<file path="src/rtl/macd_pkg.sv">
package macd_pkg;

  // Fixed field widths
  localparam int PRICE_W = 32;
  localparam int AVG_W   = 48;
  localparam int DIFF_W  = AVG_W + 1;
  localparam int SUM_W   = AVG_W + 4;
  localparam int CASH_W  = 56;
  localparam int CSUM_W  = CASH_W + 2;
  localparam int POS_W   = 11;
  localparam int LIMIT_W = 10;
  localparam int PM_W    = POS_W + PRICE_W + 1;
  localparam int STEP_W  = 4;

  // Averaging divisors (period + 1): alpha = 2 / (period + 1)
  localparam int LONG_DIV  = 27;
  localparam int SHORT_DIV = 13;
  localparam int SIG_DIV   = 10;
  localparam int ALPHA_NUM = 2;

  // Register map
  localparam int  ADDR_W           = 3;
  localparam logic REG_MAX_POSITION = 1'b0;

  typedef enum logic [1:0] {
    ACT_HOLD = 2'd0,
    ACT_BUY  = 2'd1,
    ACT_SELL = 2'd2
  } action_t;

  typedef enum logic [1:0] {
    SEL_LONG  = 2'd0,
    SEL_SHORT = 2'd1,
    SEL_SIG   = 2'd2
  } avg_sel_t;

  typedef enum logic [1:0] {
    JC_NONE        = 2'd0,
    JC_ALWAYS      = 2'd1,
    JC_NOT_STARTED = 2'd2
  } jump_t;

  // Program steps
  localparam logic [STEP_W-1:0] ST_MUL_LONG  = 4'd0;
  localparam logic [STEP_W-1:0] ST_WB_LONG   = 4'd1;
  localparam logic [STEP_W-1:0] ST_WB_SHORT  = 4'd2;
  localparam logic [STEP_W-1:0] ST_MACD      = 4'd3;
  localparam logic [STEP_W-1:0] ST_MUL_SIG   = 4'd4;
  localparam logic [STEP_W-1:0] ST_WB_SIG    = 4'd5;
  localparam logic [STEP_W-1:0] ST_TRADE     = 4'd6;
  localparam logic [STEP_W-1:0] ST_PROF_MUL  = 4'd7;
  localparam logic [STEP_W-1:0] ST_DONE      = 4'd8;
  localparam logic [STEP_W-1:0] ST_INIT      = 4'd9;

  typedef struct packed {
    logic              mul_en;
    avg_sel_t          mul_sel;
    logic              wb_en;
    avg_sel_t          wb_sel;
    logic              macd_en;
    logic              init_en;
    logic              trade_en;
    logic              pmul_en;
    logic              done;
    jump_t             jmp;
    logic [STEP_W-1:0] target;
  } ucode_t;

  function automatic ucode_t ucode_rom(input logic [STEP_W-1:0] step);
    ucode_t cw;
    cw = '0;
    cw.mul_sel = SEL_LONG;
    cw.wb_sel  = SEL_LONG;
    cw.jmp     = JC_NONE;
    unique case (step)
      ST_MUL_LONG: begin
        cw.mul_en  = 1'b1;
        cw.mul_sel = SEL_LONG;
        cw.jmp     = JC_NOT_STARTED;
        cw.target  = ST_INIT;
      end
      ST_WB_LONG: begin
        cw.wb_en   = 1'b1;
        cw.wb_sel  = SEL_LONG;
        cw.mul_en  = 1'b1;
        cw.mul_sel = SEL_SHORT;
      end
      ST_WB_SHORT: begin
        cw.wb_en  = 1'b1;
        cw.wb_sel = SEL_SHORT;
      end
      ST_MACD:     cw.macd_en = 1'b1;
      ST_MUL_SIG: begin
        cw.mul_en  = 1'b1;
        cw.mul_sel = SEL_SIG;
      end
      ST_WB_SIG: begin
        cw.wb_en  = 1'b1;
        cw.wb_sel = SEL_SIG;
      end
      ST_TRADE:    cw.trade_en = 1'b1;
      ST_PROF_MUL: cw.pmul_en  = 1'b1;
      ST_DONE:     cw.done     = 1'b1;
      ST_INIT: begin
        cw.init_en = 1'b1;
        cw.jmp     = JC_ALWAYS;
        cw.target  = ST_TRADE;
      end
      default:     cw.done = 1'b1;
    endcase
    return cw;
  endfunction

  // Saturate to the signed average range
  function automatic logic signed [AVG_W-1:0] sat_avg(input logic signed [SUM_W-1:0] v);
    logic ovf;
    ovf = (v[SUM_W-1:AVG_W-1] != '0) && (v[SUM_W-1:AVG_W-1] != '1);
    if (!ovf) begin
      return v[AVG_W-1:0];
    end else if (v[SUM_W-1]) begin
      return {1'b1, {(AVG_W-1){1'b0}}};
    end else begin
      return {1'b0, {(AVG_W-1){1'b1}}};
    end
  endfunction

  // Saturate to the signed cash range
  function automatic logic signed [CASH_W-1:0] sat_cash(input logic signed [CSUM_W-1:0] v);
    logic ovf;
    ovf = (v[CSUM_W-1:CASH_W-1] != '0) && (v[CSUM_W-1:CASH_W-1] != '1);
    if (!ovf) begin
      return v[CASH_W-1:0];
    end else if (v[CSUM_W-1]) begin
      return {1'b1, {(CASH_W-1){1'b0}}};
    end else begin
      return {1'b0, {(CASH_W-1){1'b1}}};
    end
  endfunction

endpackage

</file>
<file path="src/rtl/macd_crossover_position_tracker.sv">
// MACD 12/26/9 crossover position tracker.
// Input channel (in_valid / in_stall): one closing price per transaction, unsigned
// fixed point, plus in_is_last marking the final price of a run. Output channel
// (out_valid / out_stall): one result per input transaction carrying the trade action,
// the position and cash after the trade, the final profit (zero unless last) and last.
// Configuration goes over the APB-style port: max_position at byte address 0.
// A microcoded sequencer steps one shared EMA multiplier and a small position
// multiplier through a ten-word program ROM, one control word per cycle except
// while held on its output step. A running item passes the steps EMA long, short,
// MACD, signal, trade, profit product and output load before out_valid; the first
// item of a run seeds the averages in place of the EMA, MACD and signal steps.
// The block takes one item at a time: in_stall is high from acceptance until the
// result is loaded; the three EMA multiply/writeback pairs are serialized on the
// shared multiplier.
// The result register frees the sequencer: a new item is accepted while an earlier
// result still waits. When out_stall holds the result and the next item is done,
// the sequencer holds on its output step until the register empties.
// Reset (synchronous, rst_n low) clears the sequencer, the valid flag, the
// started flag and sets max_position to 1; the next item then begins a new run.
module macd_crossover_position_tracker #(
  parameter int FRAC_BITS = 16
) (
  input  logic                                 clk,
  input  logic                                 rst_n,
  // input transaction
  input  logic                                 in_valid,
  output logic                                 in_stall,
  input  logic [macd_pkg::PRICE_W-1:0]         in_close_price,
  input  logic                                 in_is_last,
  // result transaction
  output logic                                 out_valid,
  input  logic                                 out_stall,
  output logic [1:0]                           out_action,
  output logic signed [macd_pkg::POS_W-1:0]    out_position,
  output logic signed [macd_pkg::CASH_W-1:0]   out_cash,
  output logic signed [macd_pkg::CASH_W-1:0]   out_final_profit,
  output logic                                 out_last,
  // configuration
  input  logic                                 psel,
  input  logic                                 penable,
  input  logic                                 pwrite,
  input  logic [macd_pkg::ADDR_W-1:0]          paddr,
  input  logic [31:0]                          pwdata,
  output logic [31:0]                          prdata,
  output logic                                 pready
);

  localparam int AVG_W  = macd_pkg::AVG_W;
  localparam int DIFF_W = macd_pkg::DIFF_W;
  localparam int SUM_W  = macd_pkg::SUM_W;
  localparam int ALPHA_W = FRAC_BITS + 1;
  localparam int PROD_W = DIFF_W + ALPHA_W + 1;
  localparam int DELTA_W = PROD_W - FRAC_BITS;
  localparam int CSUM_W = macd_pkg::CSUM_W;

  // alpha = round(2/(d+1) * 2^FRAC_BITS) with d+1 the divisor
  localparam logic [ALPHA_W-1:0] ALPHA_LONG  = ALPHA_W'(
    ((2 * macd_pkg::ALPHA_NUM << FRAC_BITS) + macd_pkg::LONG_DIV) / (2 * macd_pkg::LONG_DIV));
  localparam logic [ALPHA_W-1:0] ALPHA_SHORT = ALPHA_W'(
    ((2 * macd_pkg::ALPHA_NUM << FRAC_BITS) + macd_pkg::SHORT_DIV) / (2 * macd_pkg::SHORT_DIV));
  localparam logic [ALPHA_W-1:0] ALPHA_SIG   = ALPHA_W'(
    ((2 * macd_pkg::ALPHA_NUM << FRAC_BITS) + macd_pkg::SIG_DIV) / (2 * macd_pkg::SIG_DIV));

  // control state
  logic                                busy_r;
  logic [macd_pkg::STEP_W-1:0]         step_r;
  logic                                started_r;
  logic                                out_valid_r;
  logic [macd_pkg::LIMIT_W-1:0]        max_pos_r;

  // datapath registers
  logic [macd_pkg::PRICE_W-1:0]        price_r;
  logic                                last_r;
  logic signed [AVG_W-1:0]             long_r;
  logic signed [AVG_W-1:0]             short_r;
  logic signed [AVG_W-1:0]             sig_r;
  logic signed [AVG_W-1:0]             macd_r;
  logic signed [PROD_W-1:0]            prod_r;
  logic signed [macd_pkg::POS_W-1:0]   held_r;
  logic signed [macd_pkg::CASH_W-1:0]  cash_r;
  logic signed [macd_pkg::PM_W-1:0]    pm_r;
  macd_pkg::action_t                   action_r;

  // result register
  logic [1:0]                          out_action_r;
  logic signed [macd_pkg::POS_W-1:0]   out_position_r;
  logic signed [macd_pkg::CASH_W-1:0]  out_cash_r;
  logic signed [macd_pkg::CASH_W-1:0]  out_profit_r;
  logic                                out_last_r;

  macd_pkg::ucode_t                    cw;
  logic                                in_acc;
  logic                                cfg_wr;
  logic                                adv;
  logic                                take_jump;

  logic signed [AVG_W-1:0]             mul_avg;
  logic signed [AVG_W-1:0]             mul_tgt;
  logic [ALPHA_W-1:0]                  mul_alpha;
  logic signed [DIFF_W-1:0]            diff;
  logic signed [AVG_W-1:0]             wb_avg;
  logic signed [DELTA_W-1:0]           delta;
  logic signed [AVG_W-1:0]             wb_val;
  logic signed [AVG_W-1:0]             macd_val;

  logic signed [macd_pkg::POS_W-1:0]   limit_pos;
  logic signed [macd_pkg::POS_W-1:0]   limit_neg;
  logic                                do_buy;
  logic                                do_sell;
  logic signed [CSUM_W-1:0]            cash_sum;
  logic signed [CSUM_W-1:0]            prof_sum;

  assign cw     = macd_pkg::ucode_rom(step_r);
  assign in_acc = in_valid && !in_stall;
  assign in_stall = busy_r;

  // Hold on the output step while the previous result is still stalled.
  assign adv       = busy_r && !(cw.done && out_valid_r && out_stall);
  assign take_jump = (cw.jmp == macd_pkg::JC_ALWAYS) ||
                     ((cw.jmp == macd_pkg::JC_NOT_STARTED) && !started_r);

  // Configuration port: single register, zero-wait.
  assign pready = 1'b1;
  assign cfg_wr = psel && penable && pwrite &&
                  (paddr[macd_pkg::ADDR_W-1] == macd_pkg::REG_MAX_POSITION);
  assign prdata = (paddr[macd_pkg::ADDR_W-1] == macd_pkg::REG_MAX_POSITION) ?
                  {{(32 - macd_pkg::LIMIT_W){1'b0}}, max_pos_r} : '0;

  // Operand select for the shared EMA multiplier.
  always_comb begin
    unique case (cw.mul_sel)
      macd_pkg::SEL_SHORT: begin
        mul_avg   = short_r;
        mul_tgt   = $signed({{(AVG_W - macd_pkg::PRICE_W){1'b0}}, price_r});
        mul_alpha = ALPHA_SHORT;
      end
      macd_pkg::SEL_SIG: begin
        mul_avg   = sig_r;
        mul_tgt   = macd_r;
        mul_alpha = ALPHA_SIG;
      end
      default: begin
        mul_avg   = long_r;
        mul_tgt   = $signed({{(AVG_W - macd_pkg::PRICE_W){1'b0}}, price_r});
        mul_alpha = ALPHA_LONG;
      end
    endcase
  end

  assign diff = DIFF_W'(mul_tgt) - DIFF_W'(mul_avg);

  // Writeback: avg + floor(product / 2^FRAC_BITS), saturated.
  always_comb begin
    unique case (cw.wb_sel)
      macd_pkg::SEL_SHORT: wb_avg = short_r;
      macd_pkg::SEL_SIG:   wb_avg = sig_r;
      default:             wb_avg = long_r;
    endcase
  end

  assign delta  = prod_r[PROD_W-1:FRAC_BITS];
  assign wb_val = macd_pkg::sat_avg(SUM_W'(wb_avg) + SUM_W'(delta));

  assign macd_val = macd_pkg::sat_avg(SUM_W'(short_r) - SUM_W'(long_r));

  // Trade decision against the position limit.
  assign limit_pos = $signed({1'b0, max_pos_r});
  assign limit_neg = -limit_pos;
  assign do_buy    = (macd_r > sig_r) && (held_r < limit_pos);
  assign do_sell   = (macd_r < sig_r) && (held_r > limit_neg);

  always_comb begin
    if (do_buy) begin
      cash_sum = CSUM_W'(cash_r) - $signed({{(CSUM_W - macd_pkg::PRICE_W){1'b0}}, price_r});
    end else begin
      cash_sum = CSUM_W'(cash_r) + $signed({{(CSUM_W - macd_pkg::PRICE_W){1'b0}}, price_r});
    end
  end

  assign prof_sum = CSUM_W'(cash_r) + CSUM_W'(pm_r);

  // Sequencer and control state.
  always_ff @(posedge clk) begin
    if (!rst_n) begin
      busy_r      <= 1'b0;
      step_r      <= macd_pkg::ST_MUL_LONG;
      started_r   <= 1'b0;
      out_valid_r <= 1'b0;
      max_pos_r   <= macd_pkg::LIMIT_W'(1);
    end else begin
      if (cfg_wr) begin
        max_pos_r <= pwdata[macd_pkg::LIMIT_W-1:0];
      end
      // Load a new result, else drop valid once the receiver takes it.
      if (adv && cw.done) begin
        out_valid_r <= 1'b1;
      end else if (out_valid_r && !out_stall) begin
        out_valid_r <= 1'b0;
      end
      if (in_acc) begin
        busy_r <= 1'b1;
        step_r <= macd_pkg::ST_MUL_LONG;
      end else if (adv) begin
        if (cw.done) begin
          busy_r      <= 1'b0;
          step_r      <= macd_pkg::ST_MUL_LONG;
          if (last_r) begin
            started_r <= 1'b0;
          end
        end else if (take_jump) begin
          step_r <= cw.target;
        end else begin
          step_r <= step_r + 1'b1;
        end
        if (cw.init_en) begin
          started_r <= 1'b1;
        end
      end
    end
  end

  // Datapath, driven by the control word.
  always_ff @(posedge clk) begin
    if (in_acc) begin
      price_r <= in_close_price;
      last_r  <= in_is_last;
    end
    if (adv) begin
      if (cw.mul_en) begin
        prod_r <= diff * $signed({1'b0, mul_alpha});
      end
      if (cw.wb_en) begin
        unique case (cw.wb_sel)
          macd_pkg::SEL_SHORT: short_r <= wb_val;
          macd_pkg::SEL_SIG:   sig_r   <= wb_val;
          default:             long_r  <= wb_val;
        endcase
      end
      if (cw.macd_en) begin
        macd_r <= macd_val;
      end
      if (cw.init_en) begin
        long_r  <= $signed({{(AVG_W - macd_pkg::PRICE_W){1'b0}}, price_r});
        short_r <= $signed({{(AVG_W - macd_pkg::PRICE_W){1'b0}}, price_r});
        sig_r   <= '0;
        macd_r  <= '0;
        held_r  <= '0;
        cash_r  <= '0;
      end
      if (cw.trade_en) begin
        if (do_buy) begin
          held_r   <= held_r + 1'b1;
          cash_r   <= macd_pkg::sat_cash(cash_sum);
          action_r <= macd_pkg::ACT_BUY;
        end else if (do_sell) begin
          held_r   <= held_r - 1'b1;
          cash_r   <= macd_pkg::sat_cash(cash_sum);
          action_r <= macd_pkg::ACT_SELL;
        end else begin
          action_r <= macd_pkg::ACT_HOLD;
        end
      end
      if (cw.pmul_en) begin
        pm_r <= held_r * $signed({1'b0, price_r});
      end
      if (cw.done) begin
        out_action_r   <= action_r;
        out_position_r <= held_r;
        out_cash_r     <= cash_r;
        out_profit_r   <= last_r ? macd_pkg::sat_cash(prof_sum) : '0;
        out_last_r     <= last_r;
      end
    end
  end

  assign out_valid        = out_valid_r;
  assign out_action       = out_action_r;
  assign out_position     = out_position_r;
  assign out_cash         = out_cash_r;
  assign out_final_profit = out_profit_r;
  assign out_last         = out_last_r;

endmodule
</file>
<file path="config.mk">
export PLATFORM = sky130hd
export DESIGN_NAME = macd_crossover_position_tracker
export DESIGN_NICKNAME = d
export VERILOG_FILES = /design/src/rtl/macd_pkg.sv /design/src/rtl/macd_crossover_position_tracker.sv
export SDC_FILE = /design/constraint.sdc
export NUM_CORES = 2
export LEC_CHECK = 0
export BUFFER_PORTS_ARGS = -buffer_cell sky130_fd_sc_hd__buf_2
export CAP_MARGIN = 10
export CORE_MARGIN = 5
export CORE_UTILIZATION = 49
export CTS_CLUSTER_SIZE = 12
export DETAILED_ROUTE_END_ITERATION = 6
export PLACE_DENSITY = 0.67
export SLEW_MARGIN = 20
export SYNTH_ARGS = -nofsm -noshare
export SYNTH_HDL_FRONTEND = slang
export SYNTH_SLANG_ARGS = --single-unit
</file>
<file path="constraint.sdc">
create_clock -name clk -period 10.3 [get_ports clk]
set_input_delay 0 -clock clk [delete_from_list [all_inputs] [get_ports clk]]
set_output_delay 0 -clock clk [all_outputs]
set_load 0.03 [all_outputs]
</file>
==> results by group <==
Job
  • Max-Cap Viols: 0

STA
  • Max frequency: 96.96 MHz
  • Worst-Margin Slew: 1.129 ns
  • Setup ws final: -0.01328 ns
  • Finish-stage setup viols: 2
  • Skew final: 0.04723 ns
  • Ratio of final minimum period to clock period: 100.1%
  • Fin. max-slew vios: 0
  • Hold WS: 0.04912 ns
  • Slew margin rel.: 24.70%
  • Unrepaired setup endpoints after global routing: true
  • Crit path time final: 10.31 ns
  • Final Hold Fails: 0

Setup path
  • CP max FO: 6
  • Max stage delay cell, worst path: fa_1
  • Critical Path AT: 10.74 ns
  • WP data required: 10.73 ns
  • Crit path top cell by count: fa_1
  • Startpoint type of the worst setup path: register
  • Critical path class: reg2reg
  • CP peak stage delay: 0.53 ns
  • Endpoint type of the worst setup path: register

Synth
  • Largest family of logic cells by synthesized area: adder cells
  • Post-synth EDFFs: 512
  • Ys flop type: edfxtp_1
  • Post-synthesis compound-gate area fraction: 15.66%
  • Avg Synthesized Cell Area: 9.288 um2
  • Post-Syn Instances: 7319
  • Ys async rst share: 0%
  • Post-Synth Simple-Gate Area: 12.11%
  • Xor-xnor portion of the synthesized cell area: 4.701%
  • Ys Warns: 0
  • Adder-cell area share of the yosys netlist: 35.37%
  • Mapped cell area: 67980 um2
  • Synth unique cells: 99
  • Mux cell area share after synthesis: 0.6000%
  • FF+latch count, synth: 529
  • Seq/Total Area, Yosys: 23.12%

Final layout
  • Layout fillers: 12100
  • Post-layout nets: 9417
  • Most common cell after layout, fill and taps aside: inv_1
  • Most frequent cells in the layout: inv_1, fa_1, ha_1
  • Layout cell share with drive strength beyond 1: 13.07%
  • Area Overhead vs Synth: 13.87%

Global routing
  • Gr usage total: 26.49%
  • First-pass GRT wire length: 310400 um
  • Largest net degree at the start of global routing: 99
  • Vias in the first global route: 56360
  • Initial antenna violation count: 11
  • Grt ovf: 0

Drt
  • Wire per inst: 20.30 um
  • Avg Vias per Cell: 5.679
  • Initial DRC count: 4202
  • Drt first pass iters: 7
  • Final ANT Viol Nets: 0
  • Vias post-DR: 55170
  • DRC: 0
  • Detailed Route WL: 197200 um

Clock tree
  • CTS Buffer Depth: 3
  • Root buf cell: clkbuf_16
  • Clock Sinks: 529
  • CTS clk-pin slew, worst paths: 0.06 ns
  • Worst skew pair latency: 0.68 ns
  • Num CTS Buffers: 60
  • CTS tree: done
  • H-tree levels: 2

Die
  • Die area: 146300 um2
  • Die W: 382.5 um
  • Area of the core: 137700 um2
  • Chip Height: 382.5 um
  • Initial Util: 49.38%
  • Row cnt: 136
  • I/O pin total: 236

Place
  • DP HPWL: 158200 um
  • I/O Buffers: 188
  • GPL Wtd Cong: 0.9440

Outcome
  • Violations in the final reports: negative setup slack
  • Outcome: complete, but fails checks

Worst hold path
  • HP Class: in2reg
## per-stage QoR
stage                TNS, ns  instances  utilization (%)  setup WS (ns)  instance area (um2)
detailed placement    -7.926       9507            53.70        -0.8099                73920
finish              -0.01876       9716            56.23       -0.01328                77410
CTS                        0       9686            55.77       0.002425                76770
global route          -3.198       9711            56.22        -0.3420                77390
global placement      -5.174       9507            53.70        -0.6487                73920
floorplan           -0.03636       7340                -       -0.02292                68070
## metal layers
| metal | vias to the layer above | wire length, um | part of all wire (%) | track usage, % |
|---|---|---|---|---|
| met2 | 1993 | 93180 | 47 | 44.79 |
| met1 | 27030 | 84280 | 43 | 36.01 |
| met4 | 4 | 5870 | 3.0 | 7.037 |
| met5 | - | 15 | 0.0076 | 0 |
| li1 | 25820 | - | - | - |
| met3 | 327 | 13840 | 7.0 | 3.613 |
## repair_timing
item	in CTS	in global routing
endpoints found under the setup margin	18	33
setup buffers	6	25
hold buffers	68	0
hold endpoints to repair	50	0
pin swaps	22	56
resized for setup	44	112
cloned	0	1
## layout make-up
| class | count | area [um2] | share of cell area (%) |
|---|---|---|---|
| Timing Repair Buffer | 796 | 5817 | 7.515 |
| Inverter | 1163 | 4368 | 5.643 |
| Sequential cell | 529 | 15720 | 20.31 |
| Clock buffer | 70 | 1539 | 1.988 |
| Tap cell | 1794 | 2245 | 2.900 |
| Clock inverter | 35 | 374.1 | 0.4833 |
| Multi-Input combinational cell | 5324 | 47330 | 61.15 |
| Antenna cell | 5 | 12.51 | 0.01616 |
## path summary, 6_finish.rpt
check,from,endpoint,slack (ns),depth (start not counted)
setup / recovery,step_r[1]$_SDFFE_PP0P_,prod_r[59]$_DFFE_PP_,-0.01,43
hold / removal,in_close_price[2],price_r[2]$_DFFE_PP_,0.05,2
setup reg to reg,step_r[1]$_SDFFE_PP0P_,prod_r[59]$_DFFE_PP_,-0.01,43
hold reg to reg,action_r[1]$_SDFFCE_PP0P_,out_action[1]$_DFFE_PP_,0.47,0
## state kept, by name, indices dropped and copies added, names as in the netlist, 2 cells and up
register / cells
cash_r: 56
out_cash: 56
pm_r: 44
action_r: 2
out_action: 2
macd_r: 48
max_pos_r: 10
out_position: 11
step_r: 4
sig_r: 48
short_r: 48
price_r: 32
long_r: 48
out_final_profit: 56
held_r: 11
prod_r: 48
## logic make-up after synthesis
| logic type | Yosys count |
|---|---|
| AOI/OAI and AO/OA | 1661 |
| xor gates and xnor gates | 361 |
| adders and majority gates | 1482 |
| buffers and inverters | 1487 |
| DFF | 529 |
| muxes | 37 |
| other | 2 |
| and+or+nand+nor | 1760 |
## cells in the mapped netlist (all sizes together) (30+ instances only)
library cell / instances / area [um2]
o211ai: 36 / 275.3
o21bai: 59 / 442.9
mux2: 30 / 337.8
a21oi: 472 / 2366
edfxtp: 512 / 15370
fa: 736 / 14730
nand4: 48 / 300.3
nor2: 525 / 1973
ha: 732 / 9159
buf: 71 / 407.9
nand2b: 76 / 475.5
nor2b: 56 / 350.3
o21ai: 399 / 2001
nand2: 543 / 2038
xor2: 140 / 1241
a221o: 57 / 570.6
o22ai: 50 / 312.8
inv: 1163 / 4365
nand3: 102 / 510.5
nor3: 69 / 360.4
a21o: 210 / 1577
xnor2: 221 / 1954
a221oi: 61 / 534.3
and2: 202 / 1264
clkbuf: 253 / 952.2
o21a: 55 / 412.9
and3: 51 / 319.1
a31oi: 52 / 325.3
## worst max-delay path, delay by kind of cell (launching register included)
kind	cells	cell delay, ns
compound gates	13	3.10
xor+xnor	2	0.29
fa+ha+maj	10	3.94
buf+inv	10	1.03
flops	1	0.33
simple gates	8	1.35
Power is not shown: default switching activity piles up to over one toggle a cycle in this logic, so the estimate is an artifact.
